### config.mk
export PLATFORM = sky130hd
export DESIGN_NAME = state_variable_filter_top_flat
export DESIGN_NICKNAME = d
export VERILOG_FILES = /design/src/rtl/svf_pkg.sv /design/src/rtl/svf_if.sv /design/src/rtl/state_variable_filter_top.sv /design/src/flat_wrapper.sv
export SDC_FILE = /design/constraint.sdc
export NUM_CORES = 2
export LEC_CHECK = 0
export ABC_AREA = 1
export BUFFER_PORTS_ARGS = -buffer_cell sky130_fd_sc_hd__clkbuf_2
export CORE_ASPECT_RATIO = 0.9
export CORE_MARGIN = 2
export CORE_UTILIZATION = 35
export CTS_CLUSTER_DIAMETER = 40
export CTS_CLUSTER_SIZE = 16
export DETAILED_ROUTE_END_ITERATION = 10
export GPL_TIMING_DRIVEN = 0
export PLACE_DENSITY = 0.57
export SLEW_MARGIN = 20
export SYNTH_ARGS = -nofsm -noshare
export SYNTH_HDL_FRONTEND = slang
export SYNTH_SLANG_ARGS = --single-unit
### constraint.sdc
create_clock -name clk -period 10.1 [get_ports clk]
set_input_delay 0.505 -clock clk [delete_from_list [all_inputs] [get_ports clk]]
set_output_delay 0.505 -clock clk [all_outputs]
set_load 0.01 [all_outputs]
### src/rtl/svf_pkg.sv
`timescale 1ns / 1ps

package svf_pkg;

  // configuration port geometry
  localparam int CFG_IDX_W  = 3;
  localparam int CFG_DATA_W = 32;

  // register indexes
  localparam logic [CFG_IDX_W-1:0] REG_COEF_ONE    = 3'd0;
  localparam logic [CFG_IDX_W-1:0] REG_COEF_TWO    = 3'd1;
  localparam logic [CFG_IDX_W-1:0] REG_COEF_THREE  = 3'd2;
  localparam logic [CFG_IDX_W-1:0] REG_DAMPING     = 3'd3;
  localparam logic [CFG_IDX_W-1:0] REG_FILTER_MODE = 3'd4;

  // output select codes
  localparam logic [1:0] MODE_LOWPASS  = 2'd0;
  localparam logic [1:0] MODE_HIGHPASS = 2'd1;
  localparam logic [1:0] MODE_BANDPASS = 2'd2;
  localparam logic [1:0] MODE_NOTCH    = 2'd3;

endpackage

### src/rtl/svf_if.sv
`timescale 1ns / 1ps

interface svf_in_if #(parameter int SAMPLE_WIDTH = 24) ();
  logic                           valid;
  logic                           ready;
  logic signed [SAMPLE_WIDTH-1:0] sample_in;

  modport source (output valid, output sample_in, input ready);
  modport sink   (input valid, input sample_in, output ready);
endinterface

interface svf_out_if #(parameter int SAMPLE_WIDTH = 24) ();
  logic                           valid;
  logic                           ready;
  logic signed [SAMPLE_WIDTH-1:0] sample_out;

  modport source (output valid, output sample_out, input ready);
  modport sink   (input valid, input sample_out, output ready);
endinterface

interface svf_cfg_if ();
  import svf_pkg::*;

  logic                  valid;
  logic                  ready;
  logic [CFG_IDX_W-1:0]  addr;
  logic [CFG_DATA_W-1:0] data;

  modport source (output valid, output addr, output data, input ready);
  modport sink   (input valid, input addr, input data, output ready);
endinterface

### src/rtl/state_variable_filter_top.sv
`timescale 1ns / 1ps

// channel   | direction | payload              | accepted when
// ----------+-----------+----------------------+----------------------
// in_chan   | in        | sample_in            | valid && ready
// out_chan  | out       | sample_out           | valid && ready
// cfg_chan  | in        | addr (index), data   | valid && ready
//
// one sample passes through the request cycle, five products through the one
// shared coefficient multiplier (a1*s1, a2*v3, a2*s1, a3*v3, k*v1), an
// integrator update and the output write; a stalled output adds its wait.
// rst_n is synchronous: it clears the sequencer, output valid, integrators
// and loads the register reset values; no clearing pass is needed.
// in_chan.ready is high only while the sequencer idles; cfg_chan is always ready.
module state_variable_filter_top #(
  parameter int SAMPLE_WIDTH   = 24,
  parameter int COEF_FRAC_BITS = 24,
  parameter int STATE_WIDTH    = 32
) (
  input  logic      clk,
  input  logic      rst_n,
  svf_in_if.sink    in_chan,
  svf_out_if.source out_chan,
  svf_cfg_if.sink   cfg_chan
);
  import svf_pkg::*;

  // working widths
  localparam int SW   = SAMPLE_WIDTH;
  localparam int CF   = COEF_FRAC_BITS;
  localparam int STW  = STATE_WIDTH;
  localparam int MW   = ((SW > STW) ? SW : STW) + 1;  // v3 = x - s2
  localparam int AW   = MW + 6;                       // sums, highpass
  localparam int AC_W = CF + 1;                       // a1..a3
  localparam int CW   = CF + 2;                       // k, and multiplier coef port
  localparam int MAGW = MW + 1;                       // largest operand magnitude (v1)
  localparam int PW   = MAGW + CW + 1;                // product plus rounding half
  localparam int RW   = PW - CF;                      // rounded magnitude

  localparam logic [PW-1:0] HALF = {{(PW-1){1'b0}}, 1'b1} << (CF - 1);

  localparam logic signed [AW-1:0] ST_MAX = {{(AW-STW+1){1'b0}}, {(STW-1){1'b1}}};
  localparam logic signed [AW-1:0] ST_MIN = ~ST_MAX;
  localparam logic signed [AW-1:0] SW_MAX = {{(AW-SW+1){1'b0}}, {(SW-1){1'b1}}};
  localparam logic signed [AW-1:0] SW_MIN = ~SW_MAX;

  // sequencer codes
  localparam logic [2:0] S_IDLE     = 3'd0;
  localparam logic [2:0] S_MUL_A1S1 = 3'd1;
  localparam logic [2:0] S_MUL_A2V3 = 3'd2;
  localparam logic [2:0] S_MUL_A2S1 = 3'd3;
  localparam logic [2:0] S_MUL_A3V3 = 3'd4;
  localparam logic [2:0] S_MUL_KV1  = 3'd5;
  localparam logic [2:0] S_UPDATE   = 3'd6;
  localparam logic [2:0] S_OUT      = 3'd7;

  // configuration registers
  logic [AC_W-1:0] coef_one_r, coef_two_r, coef_three_r;
  logic [CW-1:0]   damping_r;
  logic [1:0]      mode_r;

  // sequencer and datapath
  logic [2:0]            state_r, state_nxt;
  logic signed [STW-1:0] s1_r, s1_nxt, s2_r, s2_nxt;
  logic signed [SW-1:0]  x_r, x_nxt;
  logic signed [MW-1:0]  v3_r, v3_nxt;
  logic signed [AW-1:0]  v1_r, v1_nxt, v2_r, v2_nxt, kv_r, kv_nxt;
  logic [PW-1:0]         prod_r, prod_nxt;
  logic                  neg_r, neg_nxt;
  logic                  out_valid_r, out_valid_nxt;
  logic signed [SW-1:0]  out_data_r, out_data_nxt;

  logic                  in_acc, out_acc, cfg_acc;
  logic [CW-1:0]         mul_coef;
  logic signed [AW-1:0]  mul_op, mul_abs;
  logic signed [AW-1:0]  x_ext, s1_ext, s2_ext, rnd, upd1, upd2, y;
  logic [RW-1:0]         rnd_mag;

  assign in_acc  = in_chan.valid && in_chan.ready;
  assign out_acc = out_valid_r && out_chan.ready;
  assign cfg_acc = cfg_chan.valid && cfg_chan.ready;

  assign in_chan.ready       = (state_r == S_IDLE);
  assign cfg_chan.ready      = 1'b1;
  assign out_chan.valid      = out_valid_r;
  assign out_chan.sample_out = out_data_r;

  assign x_ext  = {{(AW-SW){x_r[SW-1]}}, x_r};
  assign s1_ext = {{(AW-STW){s1_r[STW-1]}}, s1_r};
  assign s2_ext = {{(AW-STW){s2_r[STW-1]}}, s2_r};

  // shared multiplier operand select
  always_comb begin
    mul_coef = '0;
    mul_op   = '0;
    unique case (state_r)
      S_MUL_A1S1: begin
        mul_coef = {1'b0, coef_one_r};
        mul_op   = s1_ext;
      end
      S_MUL_A2V3: begin
        mul_coef = {1'b0, coef_two_r};
        mul_op   = {{(AW-MW){v3_r[MW-1]}}, v3_r};
      end
      S_MUL_A2S1: begin
        mul_coef = {1'b0, coef_two_r};
        mul_op   = s1_ext;
      end
      S_MUL_A3V3: begin
        mul_coef = {1'b0, coef_three_r};
        mul_op   = {{(AW-MW){v3_r[MW-1]}}, v3_r};
      end
      S_MUL_KV1: begin
        mul_coef = damping_r;
        mul_op   = v1_r;
      end
      default: begin
        mul_coef = '0;
        mul_op   = '0;
      end
    endcase
  end

  // sign-magnitude product, rounded half away from zero and registered
  assign mul_abs  = mul_op[AW-1] ? -mul_op : mul_op;
  assign neg_nxt  = mul_op[AW-1];
  assign prod_nxt = {{(PW-CW){1'b0}}, mul_coef} * {{(PW-MAGW){1'b0}}, mul_abs[MAGW-1:0]}
                    + HALF;
  assign rnd_mag  = prod_r[PW-1:CF];
  assign rnd      = neg_r ? -{{(AW-RW){1'b0}}, rnd_mag} : {{(AW-RW){1'b0}}, rnd_mag};

  // trapezoidal integrator updates
  assign upd1 = (v1_r <<< 1) - s1_ext;
  assign upd2 = (v2_r <<< 1) - s2_ext;

  // mode select
  always_comb begin
    case (mode_r)
      MODE_LOWPASS:  y = v2_r;
      MODE_HIGHPASS: y = x_ext - kv_r - v2_r;
      MODE_BANDPASS: y = v1_r;
      default:       y = x_ext - kv_r;
    endcase
  end

  always_comb begin
    state_nxt     = state_r;
    x_nxt         = x_r;
    v3_nxt        = v3_r;
    v1_nxt        = v1_r;
    v2_nxt        = v2_r;
    kv_nxt        = kv_r;
    s1_nxt        = s1_r;
    s2_nxt        = s2_r;
    out_valid_nxt = out_valid_r && !out_acc;
    out_data_nxt  = out_data_r;
    unique case (state_r)
      S_IDLE: begin
        if (in_acc) begin
          x_nxt     = in_chan.sample_in;
          v3_nxt    = {{(MW-SW){in_chan.sample_in[SW-1]}}, in_chan.sample_in}
                      - {{(MW-STW){s2_r[STW-1]}}, s2_r};
          v2_nxt    = s2_ext;
          state_nxt = S_MUL_A1S1;
        end
      end
      S_MUL_A1S1: state_nxt = S_MUL_A2V3;
      S_MUL_A2V3: begin
        v1_nxt    = rnd;                    // a1*s1
        state_nxt = S_MUL_A2S1;
      end
      S_MUL_A2S1: begin
        v1_nxt    = v1_r + rnd;             // + a2*v3
        state_nxt = S_MUL_A3V3;
      end
      S_MUL_A3V3: begin
        v2_nxt    = v2_r + rnd;             // s2 + a2*s1
        state_nxt = S_MUL_KV1;
      end
      S_MUL_KV1: begin
        v2_nxt    = v2_r + rnd;             // + a3*v3
        state_nxt = S_UPDATE;
      end
      S_UPDATE: begin
        kv_nxt    = rnd;                    // k*v1
        s1_nxt    = (upd1 > ST_MAX) ? ST_MAX[STW-1:0] :
                    (upd1 < ST_MIN) ? ST_MIN[STW-1:0] : upd1[STW-1:0];
        s2_nxt    = (upd2 > ST_MAX) ? ST_MAX[STW-1:0] :
                    (upd2 < ST_MIN) ? ST_MIN[STW-1:0] : upd2[STW-1:0];
        state_nxt = S_OUT;
      end
      S_OUT: begin
        // wait here while an earlier result is still unclaimed
        if (!out_valid_r || out_chan.ready) begin
          out_data_nxt  = (y > SW_MAX) ? SW_MAX[SW-1:0] :
                          (y < SW_MIN) ? SW_MIN[SW-1:0] : y[SW-1:0];
          out_valid_nxt = 1'b1;
          state_nxt     = S_IDLE;
        end
      end
      default: state_nxt = S_IDLE;
    endcase
  end

  always_ff @(posedge clk) begin
    prod_r     <= prod_nxt;
    neg_r      <= neg_nxt;
    x_r        <= x_nxt;
    v3_r       <= v3_nxt;
    v1_r       <= v1_nxt;
    v2_r       <= v2_nxt;
    kv_r       <= kv_nxt;
    out_data_r <= out_data_nxt;
    if (!rst_n) begin
      state_r     <= S_IDLE;
      out_valid_r <= 1'b0;
      s1_r        <= '0;
      s2_r        <= '0;
    end else begin
      state_r     <= state_nxt;
      out_valid_r <= out_valid_nxt;
      s1_r        <= s1_nxt;
      s2_r        <= s2_nxt;
    end
  end

  // register file writes, out-of-range indexes dropped
  always_ff @(posedge clk) begin
    if (!rst_n) begin
      coef_one_r   <= {1'b1, {CF{1'b0}}};
      coef_two_r   <= '0;
      coef_three_r <= '0;
      damping_r    <= {2'b10, {CF{1'b0}}};
      mode_r       <= MODE_LOWPASS;
    end else if (cfg_acc) begin
      unique case (cfg_chan.addr)
        REG_COEF_ONE:    coef_one_r   <= cfg_chan.data[AC_W-1:0];
        REG_COEF_TWO:    coef_two_r   <= cfg_chan.data[AC_W-1:0];
        REG_COEF_THREE:  coef_three_r <= cfg_chan.data[AC_W-1:0];
        REG_DAMPING:     damping_r    <= cfg_chan.data[CW-1:0];
        REG_FILTER_MODE: mode_r       <= cfg_chan.data[1:0];
        default: ;
      endcase
    end
  end

`ifndef SYNTHESIS
  // a result only appears from the output step
  a_out_from_final: assert property (@(posedge clk) disable iff (!rst_n)
    $rose(out_valid_r) |-> $past(state_r) == S_OUT)
    else $error("output valid rose outside the output step");

  // integrators move only in the update step
  a_integ_update: assert property (@(posedge clk) disable iff (!rst_n)
    (!$stable(s1_r) || !$stable(s2_r)) |-> ($past(state_r) == S_UPDATE || !$past(rst_n)))
    else $error("integrator changed outside the update step");

  // an accepted request starts the multiply sequence
  a_accept_starts: assert property (@(posedge clk) disable iff (!rst_n)
    in_acc |=> state_r == S_MUL_A1S1)
    else $error("accepted request did not start the sequence");
`endif

endmodule

### src/flat_wrapper.sv
// flat-port wrapper written by rule: the top's interface ports become plain ports
module state_variable_filter_top_flat import svf_pkg::*;
#(
  parameter int SAMPLE_WIDTH   = 24,
  parameter int COEF_FRAC_BITS = 24,
  parameter int STATE_WIDTH    = 32
)
  (clk, rst_n, in_chan_valid, in_chan_sample_in, in_chan_ready, out_chan_valid, out_chan_sample_out, out_chan_ready, cfg_chan_valid, cfg_chan_addr, cfg_chan_data, cfg_chan_ready);
  svf_in_if #(.SAMPLE_WIDTH(SAMPLE_WIDTH)) in_chan_i ();
  svf_out_if #(.SAMPLE_WIDTH(SAMPLE_WIDTH)) out_chan_i ();
  svf_cfg_if cfg_chan_i ();
  input  logic clk;
  input  logic rst_n;
  input wire logic [$bits(in_chan_i.valid)-1:0] in_chan_valid;
  input wire logic [$bits(in_chan_i.sample_in)-1:0] in_chan_sample_in;
  output wire logic [$bits(in_chan_i.ready)-1:0] in_chan_ready;
  output wire logic [$bits(out_chan_i.valid)-1:0] out_chan_valid;
  output wire logic [$bits(out_chan_i.sample_out)-1:0] out_chan_sample_out;
  input wire logic [$bits(out_chan_i.ready)-1:0] out_chan_ready;
  input wire logic [$bits(cfg_chan_i.valid)-1:0] cfg_chan_valid;
  input wire logic [$bits(cfg_chan_i.addr)-1:0] cfg_chan_addr;
  input wire logic [$bits(cfg_chan_i.data)-1:0] cfg_chan_data;
  output wire logic [$bits(cfg_chan_i.ready)-1:0] cfg_chan_ready;
  assign in_chan_i.valid = in_chan_valid;
  assign in_chan_i.sample_in = in_chan_sample_in;
  assign in_chan_ready = in_chan_i.ready;
  assign out_chan_valid = out_chan_i.valid;
  assign out_chan_sample_out = out_chan_i.sample_out;
  assign out_chan_i.ready = out_chan_ready;
  assign cfg_chan_i.valid = cfg_chan_valid;
  assign cfg_chan_i.addr = cfg_chan_addr;
  assign cfg_chan_i.data = cfg_chan_data;
  assign cfg_chan_ready = cfg_chan_i.ready;
  state_variable_filter_top #(.SAMPLE_WIDTH(SAMPLE_WIDTH), .COEF_FRAC_BITS(COEF_FRAC_BITS), .STATE_WIDTH(STATE_WIDTH)) u_core (.clk(clk), .rst_n(rst_n), .in_chan(in_chan_i), .out_chan(out_chan_i), .cfg_chan(cfg_chan_i));
endmodule
**Yosys cells after proc, flatten, opt, wreduce, memory -nomap -nowiden**

Index checks and enable logic that the tools add are counted.

- Output and inout port bits: 27
- Input port bits: 64
- Word-level logic and storage cells: 91
- Register bits after elaboration: 431

- Reduce and logical (&&, ||, !) cells: 24
- $add $sub $neg: 10
- $lt $le $gt $ge: 6
- Multiplexer cells: 18
- Eq/ne operators: 15
- $mul: 1

Operators with widths:

| kind | count |
|---|---|
| $pmux 39 s3 | 2 |
| $pmux 39 s2 | 2 |
| $mux 32 | 4 |
| $pmux 26 s4 | 1 |
| $add 39x39->39 | 2 |
| $gt 39x32->1 const B | 2 |
| $lt 39x32->1 const B | 2 |
| $mux 39 | 2 |
| $sub 39x32->39 | 2 |
| $add 60x24->61 const B | 1 |
| $mul 26x34->60 | 1 |
| $gt 39x24->1 const B | 1 |
| $lt 39x24->1 const B | 1 |
| $neg 37->39 | 1 |
| $sub 24x39->39 | 1 |
| $sub 39x39->39 | 1 |
| $mux 34 | 1 |
| $neg 34->34 | 1 |
| $sub 24x32->33 | 1 |
| $mux 24 | 1 |
| $pmux 3 s8 | 1 |
| $reduce_and 2->1 | 9 |
| $eq 3x3->1 const B | 5 |
| $eq 3x2->1 const B | 4 |
| 14 further kinds | 25 |

**Longest topological paths before layout**

- Word-level depth: 7
- Gate-level depth with buffers: 48
- Depth with buffers taken out: 47

**Least setup slack after synthesis**

OpenSTA, ideal clock, no wires.

- Path type: reg-to-reg
- Start: reg u_core.state_r[1]
- End: reg u_core.prod_r[57]
- Setup slack: 1.937 ns
- Period minus slack after synthesis: 8.163 ns
- Data required time: 10.028 ns
- Cell stages (with the launch flop): 34
- Setup time: 0.072 ns
- Arrival: 8.091 ns
- Buffers on the path: 2
- Cell sequence: dfxtp_1 -> inv_1 -> nor2_4 -> clkbuf_1 -> nand2_1 -> nand4_1 -> clkbuf_1 -> nand2_1 -> fa_1 -> inv_1 -> fa_1 -> inv_1 -> fa_1 -> inv_1 -> fa_1 -> fa_1 -> inv_1 -> fa_1 -> inv_1 -> fa_1 -> ha_1 -> nand2_1 -> nor2_1 -> inv_1 -> nor3_1 -> inv_1 -> nor4_1 -> a21oi_1 -> o21ai_0 -> nand3_1 -> nor2_1 -> nand2_1 -> nand3_1 -> xor2_1

- Longest elaborated chain between the ends: 7
- Elaborated cells between the ends (all ways): 14
- Classes of those cells: add/sub: 2; mul: 1; eq/ne: 5; mux: 3; reduce/logical: 3

Ends and longest elaborated chain:

| item | line | text |
|---|---|---|
| start, declared | state_variable_filter_top.sv:63 | `logic [2:0] state_r, state_nxt;` |
| start signal, assigned | state_variable_filter_top.sv:220 | `state_r <= state_nxt;` |
| $eq 3x2->1 (tied with other cells) | state_variable_filter_top.sv:96 | `unique case (state_r)` |
| $reduce_or 2->1 (no source line) | - |  |
| $pmux 39 s3 | state_variable_filter_top.sv:96 |  |
| $neg 34->34 | state_variable_filter_top.sv:125 | `assign mul_abs = mul_op[AW-1] ? -mul_op : mul_op;` |
| $mux 34 | state_variable_filter_top.sv:125 |  |
| $mul 26x34->60 * | state_variable_filter_top.sv:127 | `assign prod_nxt = {{(PW-CW){1'b0}}, mul_coef} * {{(PW-MAGW){1'b0}}, mul_abs[MAGW-1:0]}` |
| $add 60x24->61 * | state_variable_filter_top.sv:128 | `+ HALF;` |
| net u_core.prod_nxt[57] | state_variable_filter_top.sv:68 | `logic [PW-1:0] prod_r, prod_nxt;` |
| end signal, assigned | state_variable_filter_top.sv:206 | `prod_r <= prod_nxt;` |
| end, declared | state_variable_filter_top.sv:68 |  |

The timed path passes the listed nets; every way through them passes the cells marked *.
A chain may end at the register's enable or synchronous reset.

**Worst setup path after layout**

- Start: reg u_core.state_r[2]
- End: reg u_core.prod_r[56]

The elaborated chain is that of the path after synthesis.

==> flow_summary.ini <==
[setup_path]
criticalPathCategory = flip-flop to flip-flop
arrival_ns = 10.40
cp-start-kind = flip-flop
worst-path-max-fanout = 10
critPathSlowestCell = nand4_1
crit_path_end_kind = flip-flop
r2r_cells = 29
critPathMaxStageDelay_ns = 0.75
ff2ff_setup_slack_ns = 0.28
r2r-start = u_core.state_r[2]
critPathMostFrequentCell = fa_1
r2r_end = u_core.prod_r[56]
cp.required_ns = 10.68
crit_end = u_core.prod_r[56]
critPathLaunch = u_core.state_r[2]

[sta]
worstMarginPinSlew_ns = 1.31
fmax_mhz = 102
hold_viol = 0
min_period_over_period_pct = 97.2
slew_viol_final = 0
finalSetupViolations = 0
finalWorstPathRequiredPeriod_ns = 9.82
fin_skew_ns = 0.0435
setup_tns_ns = 0
slew_headroom_pct = 12.3

[power]
p_per_area_nw_per_um2 = 125
comb_power_share_pct = 52.5
p_sw_w = 0.00453
internal_power_w = 0.00443
ir_worst_vdd_mv = 0.129
sw_frac_of_total_pct = 50.6
p_clk_share_pct = 23.4
power_w = 0.00896
power.leakage_nw = 36.1
sequentialPowerShare_pct = 24.0

[grt]
grt_busiest_layer = met2
grt_max_degree = 49
grt_first_pass_wirelength_um = 411000
grtUsageTotal_pct = 29.6
grt_use_met3_pct = 6.38
antenna_found_initial = 19
met1_usage_pct = 42.6
grt_pass1_vias = 61600
use_met2_pct = 43.5
overflow = 0

[routing]
drtPass1Iterations = 6
drc = 0
vias = 64300
final_antenna_net_count = 0
vias_per_cell = 5.32
wl_um = 285000
wl_per_cell_um = 23.6
drt_iter0_drc = 7103

[synthesis]
synth_edf_count = 198
synth_adder_area_share_pct = 33.1
synth_area_leaders = fa_1, nand2_1, inv_1, ha_1, edfxtp_1
yosysMostFrequentCell = nand2_1
yosys_warnings = 0
yosys-top-cells-count = nand2_1, inv_1, nor2_1
yosys.area.top_type = fa_1
synth_nets = 10800
yosysSeqAreaShare_pct = 15.5
avgSynthCellArea_um2 = 6.93
synth_compound_area_share_pct = 9.82
synth_cell_types = 63
async_reset_ff_share_pct = 0
synth_flop_cell = dfxtp_1
netlist.area_leader.share_pct = 23.7
syn_inst = 9428
ys_ff_latch = 407
synthSimpleGateAreaFrac_pct = 26.2
synthMuxAreaShare_pct = 0
synth_top_family_by_area = adder cells
synth_area_um2 = 65300
synthXorXnorAreaFrac_pct = 2.64

[floorplan]
die_y_um = 414
die_x_um = 459
start_util_pct = 35.2
design.portCount = 91
coreArea_um2 = 186000
die_area_um2 = 190000
num_rows = 150

[clocking]
cts_max_path_buffers = 3
root_buffer = clkbuf_16
cts_tree = done
clkLatencyLatePin_ns = 0.67
cts.clk_slew.worst_paths_ns = 0.07
numCtsBuffers = 55
cts_max_level = 2
cts.sinks = 407

[status]
status = completed

[place]
place_congestion = 1.05
portBuffers = 83
placedCellCount = 12000
dp_hpwl_um = 244000

[finish]
final_cells = 12100
drive_above_1_share_pct = 4.92
area_growth_pct = 9.37
finalNetCount = 10900

[min_path]
hp-class = primary input to flip-flop

[job]
drv_cap = 0
## state kept, by name (all words and copies together), names as in the netlist
signal and cells:
u_core.state_r 3, u_core.mode_r 2, u_core.v2_r 39, u_core.s1_r 32
u_core.neg_r 1, u_core.out_chan.sample_out 24, u_core.out_chan.valid 1, u_core.coef_two_r 25
u_core.s2_r 32, u_core.coef_one_r 25, u_core.coef_three_r 25, u_core.kv_r 39
u_core.x_r 24, u_core.prod_r 37, u_core.damping_r 26, u_core.v1_r 39
u_core.v3_r 33
## layout by cell type, fill, tap and decap left out, types with 19 or more instances in the layout
cell          n
ha_1        490
nand2_2      27
inv_1      1872
nor4_1       19
xor2_1      144
o21ai_1      23
nor2_1     1144
buf_4        29
o21bai_1     26
fa_1        774
inv_2        34
or2_2        26
a31oi_1      42
nor3_1       63
nand3_1     427
o211ai_1     24
clkbuf_16    56
clkbuf_1    155
nand2_1    2322
clkbuf_2    110
edfxtp_1    198
a21o_1       19
o21ai_0     397
dfxtp_1     208
xnor2_1      51
o21a_1       25
nand4_1     110
a21oi_1     514
buf_2        47
## worst max-delay path, delay by kind of cell (launching register included)
family,cells,cell delay [ns]
fa+ha+maj,8,4.12
buf+inv,9,2.10
simple gates,6,1.57
compound gates,5,1.29
flops,1,0.39
xor+xnor,1,0.22
## routing by layer
layer	routed length, um	share of wire [%]	vias up
li1	-	-	29500
met1	126000	44	31200
met2	117000	41	3095
met3	30800	11	472
met4	11500	4.0	14
met5	97	0.034	-
## power groups by stage
stage | registers [W] | clock network (W) | logic (W)
2_1_floorplan | 0.00202 | 0 | 0.00295
3_3_place_gp | 0.00218 | 0 | 0.00450
3_5_place_dp | 0.00217 | 0 | 0.00452
4_1_cts | 0.00214 | 0.00212 | 0.00455
5_1_grt | 0.00214 | 0.00218 | 0.00511
6_report | 0.00215 | 0.00210 | 0.00471
## worst min path at each step
stage | from | endpoint | slack (ns) | cells after the start
2_1_floorplan | u_core.coef_one_r[24] | u_core.coef_one_r[24] | 0.43 | 2
3_3_place_gp | u_core.coef_one_r[24] | u_core.coef_one_r[24] | 0.45 | 2
3_5_place_dp | u_core.damping_r[25] | u_core.damping_r[25] | 0.45 | 2
4_1_cts | cfg_chan_data[25] | u_core.damping_r[25] | 0.05 | 3
5_1_grt | cfg_chan_data[25] | u_core.damping_r[25] | 0.08 | 3
6_report | cfg_chan_data[25] | u_core.damping_r[25] | 0.07 | 3
## logic make-up (layout without fill, tap and decap cells)
group | after synthesis | after routing
xor+xnor | 197 | 197
other cells | 1 | 9
flops | 407 | 407
fa+ha+maj | 1264 | 1264
simple gates | 4213 | 4213
compound gates | 1168 | 1168
buf+inv | 2178 | 2401
## what timing repair did
action	in CTS	in global routing
pin swaps	0	3
setup buffers	5	20
setup endpoints to repair	16	27
hold buffers	0	0
gates resized for setup	13	102
## layout make-up
class	instances	area, um^2
antenna	8	20.0
timing repair buffer	119	827
tap	2432	3040
clock inverter	43	527
inverter	1921	7240
fill	19800	114000
buffer	257	1180
multi-input combinational	6843	47000
sequential	407	10100
clock buffer	61	1440
## through the flow
step / instance area [um^2] / hold slack [ns] / worst slack, ns / util, %
after floorplan: 65300 / 0.429 / 1.94 / -
after global routing: 71400 / 0.0772 / -0.0151 / 38.5
final: 71400 / 0.0748 / 0.281 / 38.5
after global placement: 68800 / 0.448 / -1.69 / 37.1
after detailed placement: 69000 / 0.450 / -0.520 / 37.2
after CTS: 71000 / 0.0497 / 0.0136 / 38.3
Note: power is estimated with default switching activity, not from simulation.
